==> src/rtl/dqts_pkg.sv <==
package dqts_pkg;

  localparam int SLOT_COUNT = 16;
  localparam int IDX_W      = $clog2(SLOT_COUNT);
  localparam int ID_W       = $clog2(SLOT_COUNT + 1);
  localparam logic [ID_W-1:0] NONE_ID = ID_W'(SLOT_COUNT);

  // command codes
  localparam logic [1:0] CMD_ADD  = 2'd0;
  localparam logic [1:0] CMD_DEL  = 2'd1;
  localparam logic [1:0] CMD_TICK = 2'd2;
  localparam logic [1:0] CMD_DISP = 2'd3;

  // result status codes
  localparam logic [2:0] ST_OK      = 3'd0;
  localparam logic [2:0] ST_NULL    = 3'd1;
  localparam logic [2:0] ST_FULL    = 3'd2;
  localparam logic [2:0] ST_NODEL   = 3'd3;
  localparam logic [2:0] ST_NODUE   = 3'd4;
  localparam logic [2:0] ST_SKIPPED = 3'd5;

  // sticky error codes
  localparam logic [1:0] ERR_NULL  = 2'd1;
  localparam logic [1:0] ERR_FULL  = 2'd2;
  localparam logic [1:0] ERR_NODEL = 2'd3;

  typedef logic alu_op_t;
  localparam alu_op_t ALU_SUB  = 1'b0;
  localparam alu_op_t ALU_ADDS = 1'b1;

  typedef struct packed {
    logic [2:0]  status;
    logic [4:0]  slot_id;
    logic [31:0] run_tag;
    logic        run_now;
    logic        last;
    logic [1:0]  sticky_error;
    logic [31:0] uptime_ticks;
  } out_item_t;

endpackage

==> src/rtl/dqts_alu.sv <==
module dqts_alu import dqts_pkg::*; (
  input  alu_op_t     op,
  input  logic [31:0] a,
  input  logic [31:0] b,
  output logic [31:0] res,
  output logic        gt,
  output logic        borrow
);

  logic [32:0] sum;
  logic [32:0] diff;

  // one adder and one subtractor shared by the tick, insert-walk and fix steps
  assign sum    = {1'b0, a} + {1'b0, b};
  assign diff   = {1'b0, a} - {1'b0, b};
  assign borrow = diff[32];
  assign gt     = !diff[32] && (diff[31:0] != 32'd0);

  // saturate on carry out of the add
  always_comb begin
    if (op == ALU_ADDS) begin
      res = sum[32] ? 32'hFFFF_FFFF : sum[31:0];
    end else begin
      res = diff[31:0];
    end
  end

endmodule

==> src/rtl/dqts_out.sv <==
module dqts_out import dqts_pkg::*; (
  input  logic      clk,
  input  logic      rst_n,
  input  logic      load,
  input  out_item_t item_in,
  input  logic      out_ready,
  output logic      out_valid,
  output out_item_t item_q,
  output logic      free
);

  logic      valid_r;
  out_item_t item_r;

  assign free      = !valid_r || out_ready;
  assign out_valid = valid_r;
  assign item_q    = item_r;

  // hold the result until the transaction completes
  always_ff @(posedge clk) begin
    if (!rst_n) begin
      valid_r <= 1'b0;
    end else if (load) begin
      valid_r <= 1'b1;
    end else if (out_ready) begin
      valid_r <= 1'b0;
    end
  end

  always_ff @(posedge clk) begin
    if (load) begin
      item_r <= item_in;
    end
  end

endmodule

==> src/rtl/delta_queue_task_scheduler.sv <==
// Delta-queue task scheduler.
// Input channel (in_valid/in_ready) takes one command transaction: add, delete,
// tick or dispatch. Result channel (out_valid/out_ready) returns one result per
// add, delete and tick, and one per due slot on dispatch (a single "nothing
// due" result when none is due); out_last marks the final result of a command.
// in_ready is high only while the sequencer is idle; one command is in work at
// a time. The sequencer walks the linked delta queue one entry per cycle with a
// shared 32-bit add/subtract unit. An add or a periodic reinsert walks the
// queue to remove the slot and again to insert it, and a delete walks it once.
// A tick moves one matured slot to the due list per cycle; a dispatch pops one
// one-shot slot per cycle while the result register is free, plus a walk per
// periodic slot.
// The result register lets the next command be accepted while a result waits.
// If the receiver stalls, the sequencer halts before writing the next result.
// Synchronous reset empties every slot, both lists, the uptime and the error.
module delta_queue_task_scheduler import dqts_pkg::*; (
  input  logic        clk,
  input  logic        rst_n,
  input  logic        in_valid,
  output logic        in_ready,
  input  logic [1:0]  in_command,
  input  logic [31:0] in_task_tag,
  input  logic [31:0] in_delay_ticks,
  input  logic [31:0] in_period_ticks,
  input  logic [7:0]  in_slot_to_delete,
  output logic        out_valid,
  input  logic        out_ready,
  output logic [2:0]  out_status,
  output logic [4:0]  out_slot_id,
  output logic [31:0] out_run_tag,
  output logic        out_run_now,
  output logic        out_last,
  output logic [1:0]  out_sticky_error,
  output logic [31:0] out_uptime_ticks
);

  localparam logic [3:0] S_IDLE     = 4'd0;
  localparam logic [3:0] S_ADD      = 4'd1;
  localparam logic [3:0] S_DEL      = 4'd2;
  localparam logic [3:0] S_TICK     = 4'd3;
  localparam logic [3:0] S_TK_POP   = 4'd4;
  localparam logic [3:0] S_DISP     = 4'd5;
  localparam logic [3:0] S_DISP_POP = 4'd6;
  localparam logic [3:0] S_RM_START = 4'd7;
  localparam logic [3:0] S_RM_WALK  = 4'd8;
  localparam logic [3:0] S_RM_FIX   = 4'd9;
  localparam logic [3:0] S_INS_WALK = 4'd10;
  localparam logic [3:0] S_INS_FIX  = 4'd11;
  localparam logic [3:0] S_EMIT     = 4'd12;

  logic [3:0] state_r;

  // slot storage
  logic [31:0]     slot_tag_r    [SLOT_COUNT];
  logic [31:0]     slot_period_r [SLOT_COUNT];
  logic [31:0]     rel_delay_r   [SLOT_COUNT];
  logic [ID_W-1:0] queue_link_r  [SLOT_COUNT];
  logic [ID_W-1:0] due_link_r    [SLOT_COUNT];
  logic [SLOT_COUNT-1:0] slot_used_r;
  logic [SLOT_COUNT-1:0] on_due_r;
  logic [ID_W-1:0] queue_head_r;
  logic [ID_W-1:0] due_head_r;
  logic [31:0]     tick_count_r;
  logic [1:0]      error_latch_r;

  // command registers
  logic [31:0]     tag_r;
  logic [31:0]     delay_in_r;
  logic [31:0]     period_in_r;
  logic [7:0]      del_r;

  // walk registers
  logic [ID_W-1:0] id_r;
  logic [ID_W-1:0] cur_r;
  logic [ID_W-1:0] prev_r;
  logic [ID_W-1:0] nxt_r;
  logic [31:0]     dly_r;
  logic [31:0]     dcur_r;
  logic            ins_r;
  logic            disp_r;
  logic [2:0]      res_status_r;
  logic [ID_W-1:0] res_slot_r;

  // shared unit
  alu_op_t         alu_op;
  logic [31:0]     alu_a;
  logic [31:0]     alu_b;
  logic [31:0]     alu_res;
  logic            alu_gt;
  logic            alu_borrow;

  logic [IDX_W-1:0] rd_idx;
  logic [IDX_W-1:0] lk_idx;
  logic [31:0]      rd_val;
  logic [ID_W-1:0]  lk_val;

  logic [ID_W-1:0]  free_id;
  logic             free_found;
  logic             cur_ok;
  logic             head_ok;
  logic             due_ok;
  logic [IDX_W-1:0] due_idx;

  logic            out_free;
  logic            out_load;
  out_item_t       out_item;
  out_item_t       out_q;

  assign in_ready = (state_r == S_IDLE);
  assign cur_ok   = (cur_r < NONE_ID);
  assign head_ok  = (queue_head_r < NONE_ID);
  assign due_ok   = (due_head_r < NONE_ID);
  assign due_idx  = due_head_r[IDX_W-1:0];

  // first free slot
  always_comb begin
    free_id    = NONE_ID;
    free_found = 1'b0;
    for (int i = 0; i < SLOT_COUNT; i++) begin
      if (!free_found && !slot_used_r[i]) begin
        free_id    = ID_W'(i);
        free_found = 1'b1;
      end
    end
  end

  // one read port each on delays and links
  always_comb begin
    case (state_r)
      S_TICK, S_TK_POP: rd_idx = queue_head_r[IDX_W-1:0];
      S_RM_FIX:         rd_idx = nxt_r[IDX_W-1:0];
      default:          rd_idx = cur_r[IDX_W-1:0];
    endcase
    if (state_r == S_TK_POP) begin
      lk_idx = queue_head_r[IDX_W-1:0];
    end else begin
      lk_idx = cur_r[IDX_W-1:0];
    end
  end

  assign rd_val = rel_delay_r[rd_idx];
  assign lk_val = queue_link_r[lk_idx];

  // operand selection for the shared unit
  always_comb begin
    alu_op = ALU_SUB;
    alu_a  = 32'd0;
    alu_b  = 32'd0;
    case (state_r)
      S_TICK: begin
        alu_a = rd_val;
        alu_b = 32'd1;
      end
      S_INS_WALK: begin
        alu_a = dly_r;
        alu_b = rd_val;
      end
      S_RM_FIX: begin
        alu_op = ALU_ADDS;
        alu_a  = rd_val;
        alu_b  = dcur_r;
      end
      S_INS_FIX: begin
        alu_a = rd_val;
        alu_b = dly_r;
      end
      default: begin
        alu_op = ALU_SUB;
      end
    endcase
  end

  dqts_alu u_alu (
    .op     (alu_op),
    .a      (alu_a),
    .b      (alu_b),
    .res    (alu_res),
    .gt     (alu_gt),
    .borrow (alu_borrow)
  );

  // result to load into the output register
  always_comb begin
    out_load = 1'b0;
    out_item = '0;
    out_item.sticky_error = error_latch_r;
    out_item.uptime_ticks = tick_count_r;
    if (state_r == S_EMIT) begin
      out_load         = out_free;
      out_item.status  = res_status_r;
      out_item.slot_id = 5'(res_slot_r);
      out_item.last    = 1'b1;
    end else if (state_r == S_DISP_POP && due_ok) begin
      out_load         = out_free;
      out_item.slot_id = 5'(due_head_r);
      out_item.last    = (due_link_r[due_idx] == NONE_ID);
      if (slot_used_r[due_idx]) begin
        out_item.status  = ST_OK;
        out_item.run_tag = slot_tag_r[due_idx];
        out_item.run_now = 1'b1;
      end else begin
        out_item.status = ST_SKIPPED;
      end
    end
  end

  dqts_out u_out (
    .clk       (clk),
    .rst_n     (rst_n),
    .load      (out_load),
    .item_in   (out_item),
    .out_ready (out_ready),
    .out_valid (out_valid),
    .item_q    (out_q),
    .free      (out_free)
  );

  assign out_status       = out_q.status;
  assign out_slot_id      = out_q.slot_id;
  assign out_run_tag      = out_q.run_tag;
  assign out_run_now      = out_q.run_now;
  assign out_last         = out_q.last;
  assign out_sticky_error = out_q.sticky_error;
  assign out_uptime_ticks = out_q.uptime_ticks;

  // sequencer and storage
  always_ff @(posedge clk) begin
    if (!rst_n) begin
      state_r       <= S_IDLE;
      slot_used_r   <= '0;
      on_due_r      <= '0;
      queue_head_r  <= NONE_ID;
      due_head_r    <= NONE_ID;
      tick_count_r  <= 32'd0;
      error_latch_r <= 2'd0;
      ins_r         <= 1'b0;
      disp_r        <= 1'b0;
      for (int i = 0; i < SLOT_COUNT; i++) begin
        slot_tag_r[i]    <= 32'd0;
        slot_period_r[i] <= 32'd0;
        rel_delay_r[i]   <= 32'd0;
        queue_link_r[i]  <= NONE_ID;
        due_link_r[i]    <= NONE_ID;
      end
    end else begin
      case (state_r)
        S_IDLE: begin
          if (in_valid) begin
            tag_r       <= in_task_tag;
            delay_in_r  <= in_delay_ticks;
            period_in_r <= in_period_ticks;
            del_r       <= in_slot_to_delete;
            disp_r      <= 1'b0;
            case (in_command)
              CMD_ADD:  state_r <= S_ADD;
              CMD_DEL:  state_r <= S_DEL;
              CMD_TICK: state_r <= S_TICK;
              CMD_DISP: state_r <= S_DISP;
              default:  state_r <= S_IDLE;
            endcase
          end
        end
        S_ADD: begin
          if (tag_r == 32'd0) begin
            error_latch_r <= ERR_NULL;
            res_status_r  <= ST_NULL;
            res_slot_r    <= NONE_ID;
            state_r       <= S_EMIT;
          end else if (!free_found) begin
            error_latch_r <= ERR_FULL;
            res_status_r  <= ST_FULL;
            res_slot_r    <= NONE_ID;
            state_r       <= S_EMIT;
          end else begin
            slot_tag_r[free_id[IDX_W-1:0]]    <= tag_r;
            slot_period_r[free_id[IDX_W-1:0]] <= period_in_r;
            slot_used_r[free_id[IDX_W-1:0]]   <= 1'b1;
            id_r         <= free_id;
            dly_r        <= delay_in_r;
            ins_r        <= 1'b1;
            res_status_r <= ST_OK;
            res_slot_r   <= free_id;
            state_r      <= S_RM_START;
          end
        end
        S_DEL: begin
          if ({1'b0, del_r} >= 9'(SLOT_COUNT) || !slot_used_r[del_r[IDX_W-1:0]]) begin
            error_latch_r <= ERR_NODEL;
            res_status_r  <= ST_NODEL;
            res_slot_r    <= NONE_ID;
            state_r       <= S_EMIT;
          end else begin
            slot_tag_r[del_r[IDX_W-1:0]]    <= 32'd0;
            slot_period_r[del_r[IDX_W-1:0]] <= 32'd0;
            slot_used_r[del_r[IDX_W-1:0]]   <= 1'b0;
            id_r         <= ID_W'(del_r[IDX_W-1:0]);
            ins_r        <= 1'b0;
            res_status_r <= ST_OK;
            res_slot_r   <= ID_W'(del_r[IDX_W-1:0]);
            state_r      <= S_RM_START;
          end
        end
        S_TICK: begin
          // count and decrement the head delay, floor at zero
          tick_count_r <= tick_count_r + 32'd1;
          if (head_ok && !alu_borrow) begin
            rel_delay_r[rd_idx] <= alu_res;
          end
          state_r <= S_TK_POP;
        end
        S_TK_POP: begin
          // move one matured head to the due list per cycle
          if (head_ok && rd_val == 32'd0) begin
            queue_head_r         <= lk_val;
            queue_link_r[lk_idx] <= NONE_ID;
            if (!on_due_r[lk_idx]) begin
              due_link_r[lk_idx] <= due_head_r;
              due_head_r         <= queue_head_r;
              on_due_r[lk_idx]   <= 1'b1;
            end
          end else begin
            res_status_r <= ST_OK;
            res_slot_r   <= NONE_ID;
            state_r      <= S_EMIT;
          end
        end
        S_DISP: begin
          disp_r <= 1'b1;
          if (!due_ok) begin
            res_status_r <= ST_NODUE;
            res_slot_r   <= NONE_ID;
            state_r      <= S_EMIT;
          end else begin
            state_r <= S_DISP_POP;
          end
        end
        S_DISP_POP: begin
          if (!due_ok) begin
            state_r <= S_IDLE;
          end else if (out_free) begin
            // pop one due slot and retire or requeue it
            due_head_r          <= due_link_r[due_idx];
            due_link_r[due_idx] <= NONE_ID;
            on_due_r[due_idx]   <= 1'b0;
            if (slot_used_r[due_idx]) begin
              if (slot_period_r[due_idx] != 32'd0) begin
                id_r    <= due_head_r;
                dly_r   <= slot_period_r[due_idx];
                ins_r   <= 1'b1;
                state_r <= S_RM_START;
              end else begin
                slot_used_r[due_idx]   <= 1'b0;
                slot_tag_r[due_idx]    <= 32'd0;
                slot_period_r[due_idx] <= 32'd0;
              end
            end
          end
        end
        S_RM_START: begin
          cur_r   <= queue_head_r;
          prev_r  <= NONE_ID;
          state_r <= S_RM_WALK;
        end
        S_RM_WALK: begin
          if (!cur_ok) begin
            if (ins_r) begin
              cur_r   <= queue_head_r;
              prev_r  <= NONE_ID;
              state_r <= S_INS_WALK;
            end else begin
              state_r <= S_EMIT;
            end
          end else if (cur_r == id_r) begin
            // unlink and carry the delay to the successor
            if (prev_r < NONE_ID) begin
              queue_link_r[prev_r[IDX_W-1:0]] <= lk_val;
            end else begin
              queue_head_r <= lk_val;
            end
            queue_link_r[lk_idx] <= NONE_ID;
            rel_delay_r[rd_idx]  <= 32'd0;
            dcur_r  <= rd_val;
            nxt_r   <= lk_val;
            state_r <= S_RM_FIX;
          end else begin
            prev_r <= cur_r;
            cur_r  <= lk_val;
          end
        end
        S_RM_FIX: begin
          if (nxt_r < NONE_ID) begin
            rel_delay_r[rd_idx] <= alu_res;
          end
          if (ins_r) begin
            cur_r   <= queue_head_r;
            prev_r  <= NONE_ID;
            state_r <= S_INS_WALK;
          end else begin
            state_r <= S_EMIT;
          end
        end
        S_INS_WALK: begin
          if (cur_ok && alu_gt) begin
            dly_r  <= alu_res;
            prev_r <= cur_r;
            cur_r  <= lk_val;
          end else begin
            // link in ahead of the current entry
            rel_delay_r[id_r[IDX_W-1:0]]  <= dly_r;
            queue_link_r[id_r[IDX_W-1:0]] <= cur_r;
            if (prev_r < NONE_ID) begin
              queue_link_r[prev_r[IDX_W-1:0]] <= id_r;
            end else begin
              queue_head_r <= id_r;
            end
            state_r <= S_INS_FIX;
          end
        end
        S_INS_FIX: begin
          if (cur_ok) begin
            rel_delay_r[rd_idx] <= alu_res;
          end
          ins_r <= 1'b0;
          if (disp_r) begin
            state_r <= S_DISP_POP;
          end else begin
            state_r <= S_EMIT;
          end
        end
        S_EMIT: begin
          if (out_free) begin
            state_r <= S_IDLE;
          end
        end
        default: begin
          state_r <= S_IDLE;
        end
      endcase
    end
  end

endmodule

==> config.mk <==
export PLATFORM = sky130hd
export DESIGN_NAME = delta_queue_task_scheduler
export DESIGN_NICKNAME = d
export VERILOG_FILES = /design/src/rtl/dqts_pkg.sv /design/src/rtl/dqts_alu.sv /design/src/rtl/dqts_out.sv /design/src/rtl/delta_queue_task_scheduler.sv
export SDC_FILE = /design/constraint.sdc
export NUM_CORES = 2
export LEC_CHECK = 0
export ABC_AREA = 1
export ABC_CLOCK_PERIOD_IN_PS = 11850
export BUFFER_PORTS_ARGS = -buffer_cell sky130_fd_sc_hd__buf_2
export CORE_MARGIN = 2
export CORE_UTILIZATION = 40
export DETAILED_ROUTE_END_ITERATION = 10
export GPL_TIMING_DRIVEN = 1
export PLACE_DENSITY_LB_ADDON = 0.12
export SETUP_SLACK_MARGIN = 0.2
export SYNTH_ARGS = -nofsm -noshare
export SYNTH_HDL_FRONTEND = slang
export SYNTH_SLANG_ARGS = --single-unit
==> constraint.sdc <==
create_clock -name clk -period 11.85 [get_ports clk]
set_input_delay 2.37 -clock clk [delete_from_list [all_inputs] [get_ports clk]]
set_output_delay 2.37 -clock clk [all_outputs]
set_load 0.01 [all_outputs]
==> key figures <==
Logic synthesis
  • Flops & latches, synth: just over 2,000
  • Main flop type after synthesis: edfxtp_1
  • Distinct cells, synth: 61
  • Post-synth ARST share: 0%
  • Post-synth EDFFs: ~2,000
  • Synthesized cell area: between 90,000 and 100,000 um2
  • Synth Warn #: 0
  • Leading area contributor after synthesis: edfxtp_1
  • Sequential area share after synthesis: between 60 and 70%
  • Syn_nets: between 10,000 and 15,000
  • Synth top area cells: edfxtp_1 60%, nor2_1 7.7%, nand2_1 5.2%
  • Synth top area share: ~60%
  • Post-synthesis cell count: 10,032
  • Synthesized area per cell: slightly below 10 um2

Finish
  • Most frequent cells in the layout: 2,003 x nor2_1, 1,968 x edfxtp_1, 1,327 x nand2_1, 822 x nand3_1, 766 x o21ai_0
  • Most common cell after layout, fill and taps aside: nor2_1
  • Area Overhead vs Synth: 10.6%
  • Layout cell share with drive strength beyond 1: 8.27%
  • Final net count: around 10,000
  • Final non-filler cell total: 13,205

Critical path
  • Critical path peak fanout: about 110
  • Arrival time worst endpoint: a little over 10 ns
  • Startpoint class of the critical path: register
  • Worst Path Buf+Inv: 11
  • Kind of critical path: register to register
  • Critical path's slowest cell: o22ai_1
  • Critical path's largest stage delay: roughly 0.74 ns
  • CP Capture Type: register
  • Delay-heaviest family, CP: buffers and inverters
  • CP required: around 12 ns

STA
  • Measured slew at the worst slew-check pin: roughly 1.4 ns
  • Setup TNS: 0 ns
  • Final Skew: roughly 0.083 ns
  • Slew headroom: between 8 and 9%
  • RSZ-0062 raised after global routing: false
  • # setup viols final: 0
  • Worst hold slack: roughly 0.43 ns
  • Fmax: 0.103 GHz
  • Tcrit/Tclk final: between 80% and 90%
  • Slew Viols, Final: 0
  • Minimum clock period: roughly 10 ns
  • Final Hold Fails: 0

Clock network
  • CTS max path bufs: 3
  • CTS buffer count: approximately 220
  • Clk pin slew, worst setup/hold paths: 0.06 ns
  • Clk sink count: 2,055
  • Post-CTS sizing: 0
  • CTS tree: done
  • CTS H-tree depth: 4
  • Setup Fix Bufs, Post-CTS: 0
  • Root Driver: clkbuf_16
  • Skew-Pair Late Insertion Delay: between 0.9 and 1 ns
  • Cts hold-fix bufs: 0

GRT
  • First-pass GRT wire length: ~530,000 um
  • Grt ovf: 0
  • Vias in the first global route: 75,475
  • Initial antenna violation count: 7
  • Largest net degree at the start of global routing: ~160
  • Total Routing Usage GR: between 20% and 30%

Routing
  • Pre-antenna DRT Iters: 8
  • DR vias: roughly 78,000
  • Drt via density: just under 6
  • DRC: 0
  • DR WL/cell: between 20 and 30 um
  • Total routed wirelength: roughly 360,000 um
  • Post-route ant nets: 0
  • Starting DRT DRC Count: just under 9,000

Place
  • Placed cell count: ~13,000
  • Gp weighted congestion: around 1
  • # port buffers: between 150 and 200
  • Dpl hpwl: between 200,000 and 250,000 um

Power
  • Power per cell area: 241 nW/um2
  • P_leak: a little under 0.04 uW
  • Maximum vdd ir drop: roughly 0.22 mV

Hold path
  • Hold crit path type: register to register

Floorplanning
  • DIE HEIGHT: between 400 and 500 um
  • Starting Density: a little over 40%
  • Die W: 499 um
  • IO Pins: about 190
  • Die ar.: between 200,000 and 250,000 um2
  • Core box area: ~240,000 um2
  • Site Rows: 181

Outcome
  • Outcome: finished clean

Job
  • Max_cap viols: 0
## kinds of logic (layout without fill, tap and decap cells)
logic type               after synthesis  after routing  share of synthesized area, %
adder cells (fa/ha/maj)               69             69                         0.896
XOR/XNOR                              46             46                         0.411
AO/OA/AOI/OAI                       1599           1599                          9.84
buffers and inverters               1355           1325                          5.62
AND/OR/NAND/NOR                     4908           4908                          21.2
flip-flops                          2055           2055                          62.1
other                                  0              1                             0
## final cells by class
class	instances	area (um2)
Multi-Input combinational cell	6622	32100
Fill cell	23268	135000
Tap cell	3202	4010
Inverter	565	2150
Sequential cell	2055	60900
Clock inverter	138	1140
Timing Repair Buffer	347	2290
Antenna cell	1	2.50
Clock buffer	275	5830
## metal layers
layer | GRT usage (%) | vias up | wire length [um]
li1 | - | 34752 | -
met1 | 37.4 | 39071 | 147000
met2 | 47.2 | 3447 | 174000
met3 | 4.02 | 651 | 26700
met4 | 10.9 | 0 | 14700
met5 | 0 | - | 0
## worst paths after layout
| path | start | endpoint | slack (ns) | cells past startpoint |
|---|---|---|---|---|
| max | state_r[1] | rel_delay_r[0][23] | 2.11 | 35 |
| min reg2reg | error_latch_r[0] | u_out.item_q[32] | 0.43 | 0 |
| max reg2reg | state_r[1] | rel_delay_r[0][23] | 2.11 | 35 |
| min | error_latch_r[0] | u_out.item_q[32] | 0.43 | 0 |
## registers in the layout, indices dropped and copies added, names as in the netlist, 8 cells and up, named ones only
name / count
rel_delay_r: 512
slot_period_r: 512
slot_tag_r: 512
due_link_r: 80
queue_link_r: 80
u_out.item_q: 76
dcur_r: 32
delay_in_r: 32
dly_r: 32
period_in_r: 32
tag_r: 32
tick_count_r: 32
on_due_r: 16
slot_used_r: 16
del_r: 8
## synthesized netlist by cell type, types with 5 or more instances
cell type     n
clkbuf_1    451
a31oi_1      10
o221ai_1    214
buf_1        51
nor2_1     2013
nor3_2        8
ha_1         67
nand4_2      10
nand4_1      56
o21ai_1      55
nor3b_1       6
a211oi_1     60
nand3b_1     18
a22o_1        5
o22ai_1     148
dfxtp_1      87
nand2_1    1357
buf_2       269
a21oi_1     168
o211ai_1     70
o21ai_2       8
o21bai_1      6
o21ai_0     776
o31ai_1      10
nor4_1       18
edfxtp_1   1968
nor3_1      553
inv_2        25
a22oi_1      28
nand3_1     827
inv_1       535
nand3_2      19
nand2_2       6
xor2_1       42
nor2_2        9
o2111ai_1     6
buf_4        16
a221oi_1      8
## power breakdown
part,internal (uW),switching [uW],total (uW)
clock network,3700,3050,6750
logic,2160,8610,10800
registers,8410,236,8650
## through the flow
step	total power (uW)	area [um2]	utilization, %	setup slack (ns)
after floorplan	15100	98000	-	2.76
after global placement	19300	101000	41.7	2.53
after detailed placement	19300	101000	41.7	2.36
after CTS	26000	108000	44.5	2.39
after global routing	27300	108000	44.5	1.57
final	26200	108000	44.5	2.11
## worst register-to-register path: cells and delay by family (launching register included)
| family | cells | cell delay (ns) |
|---|---|---|
| adders and majority gates | 1 | 0.44 |
| AOI/OAI and AO/OA | 8 | 2.69 |
| DFF | 1 | 0.35 |
| and+or+nand+nor | 15 | 2.83 |
| buffers and inverters | 11 | 3.19 |
Power figures use the tool's default switching activity.
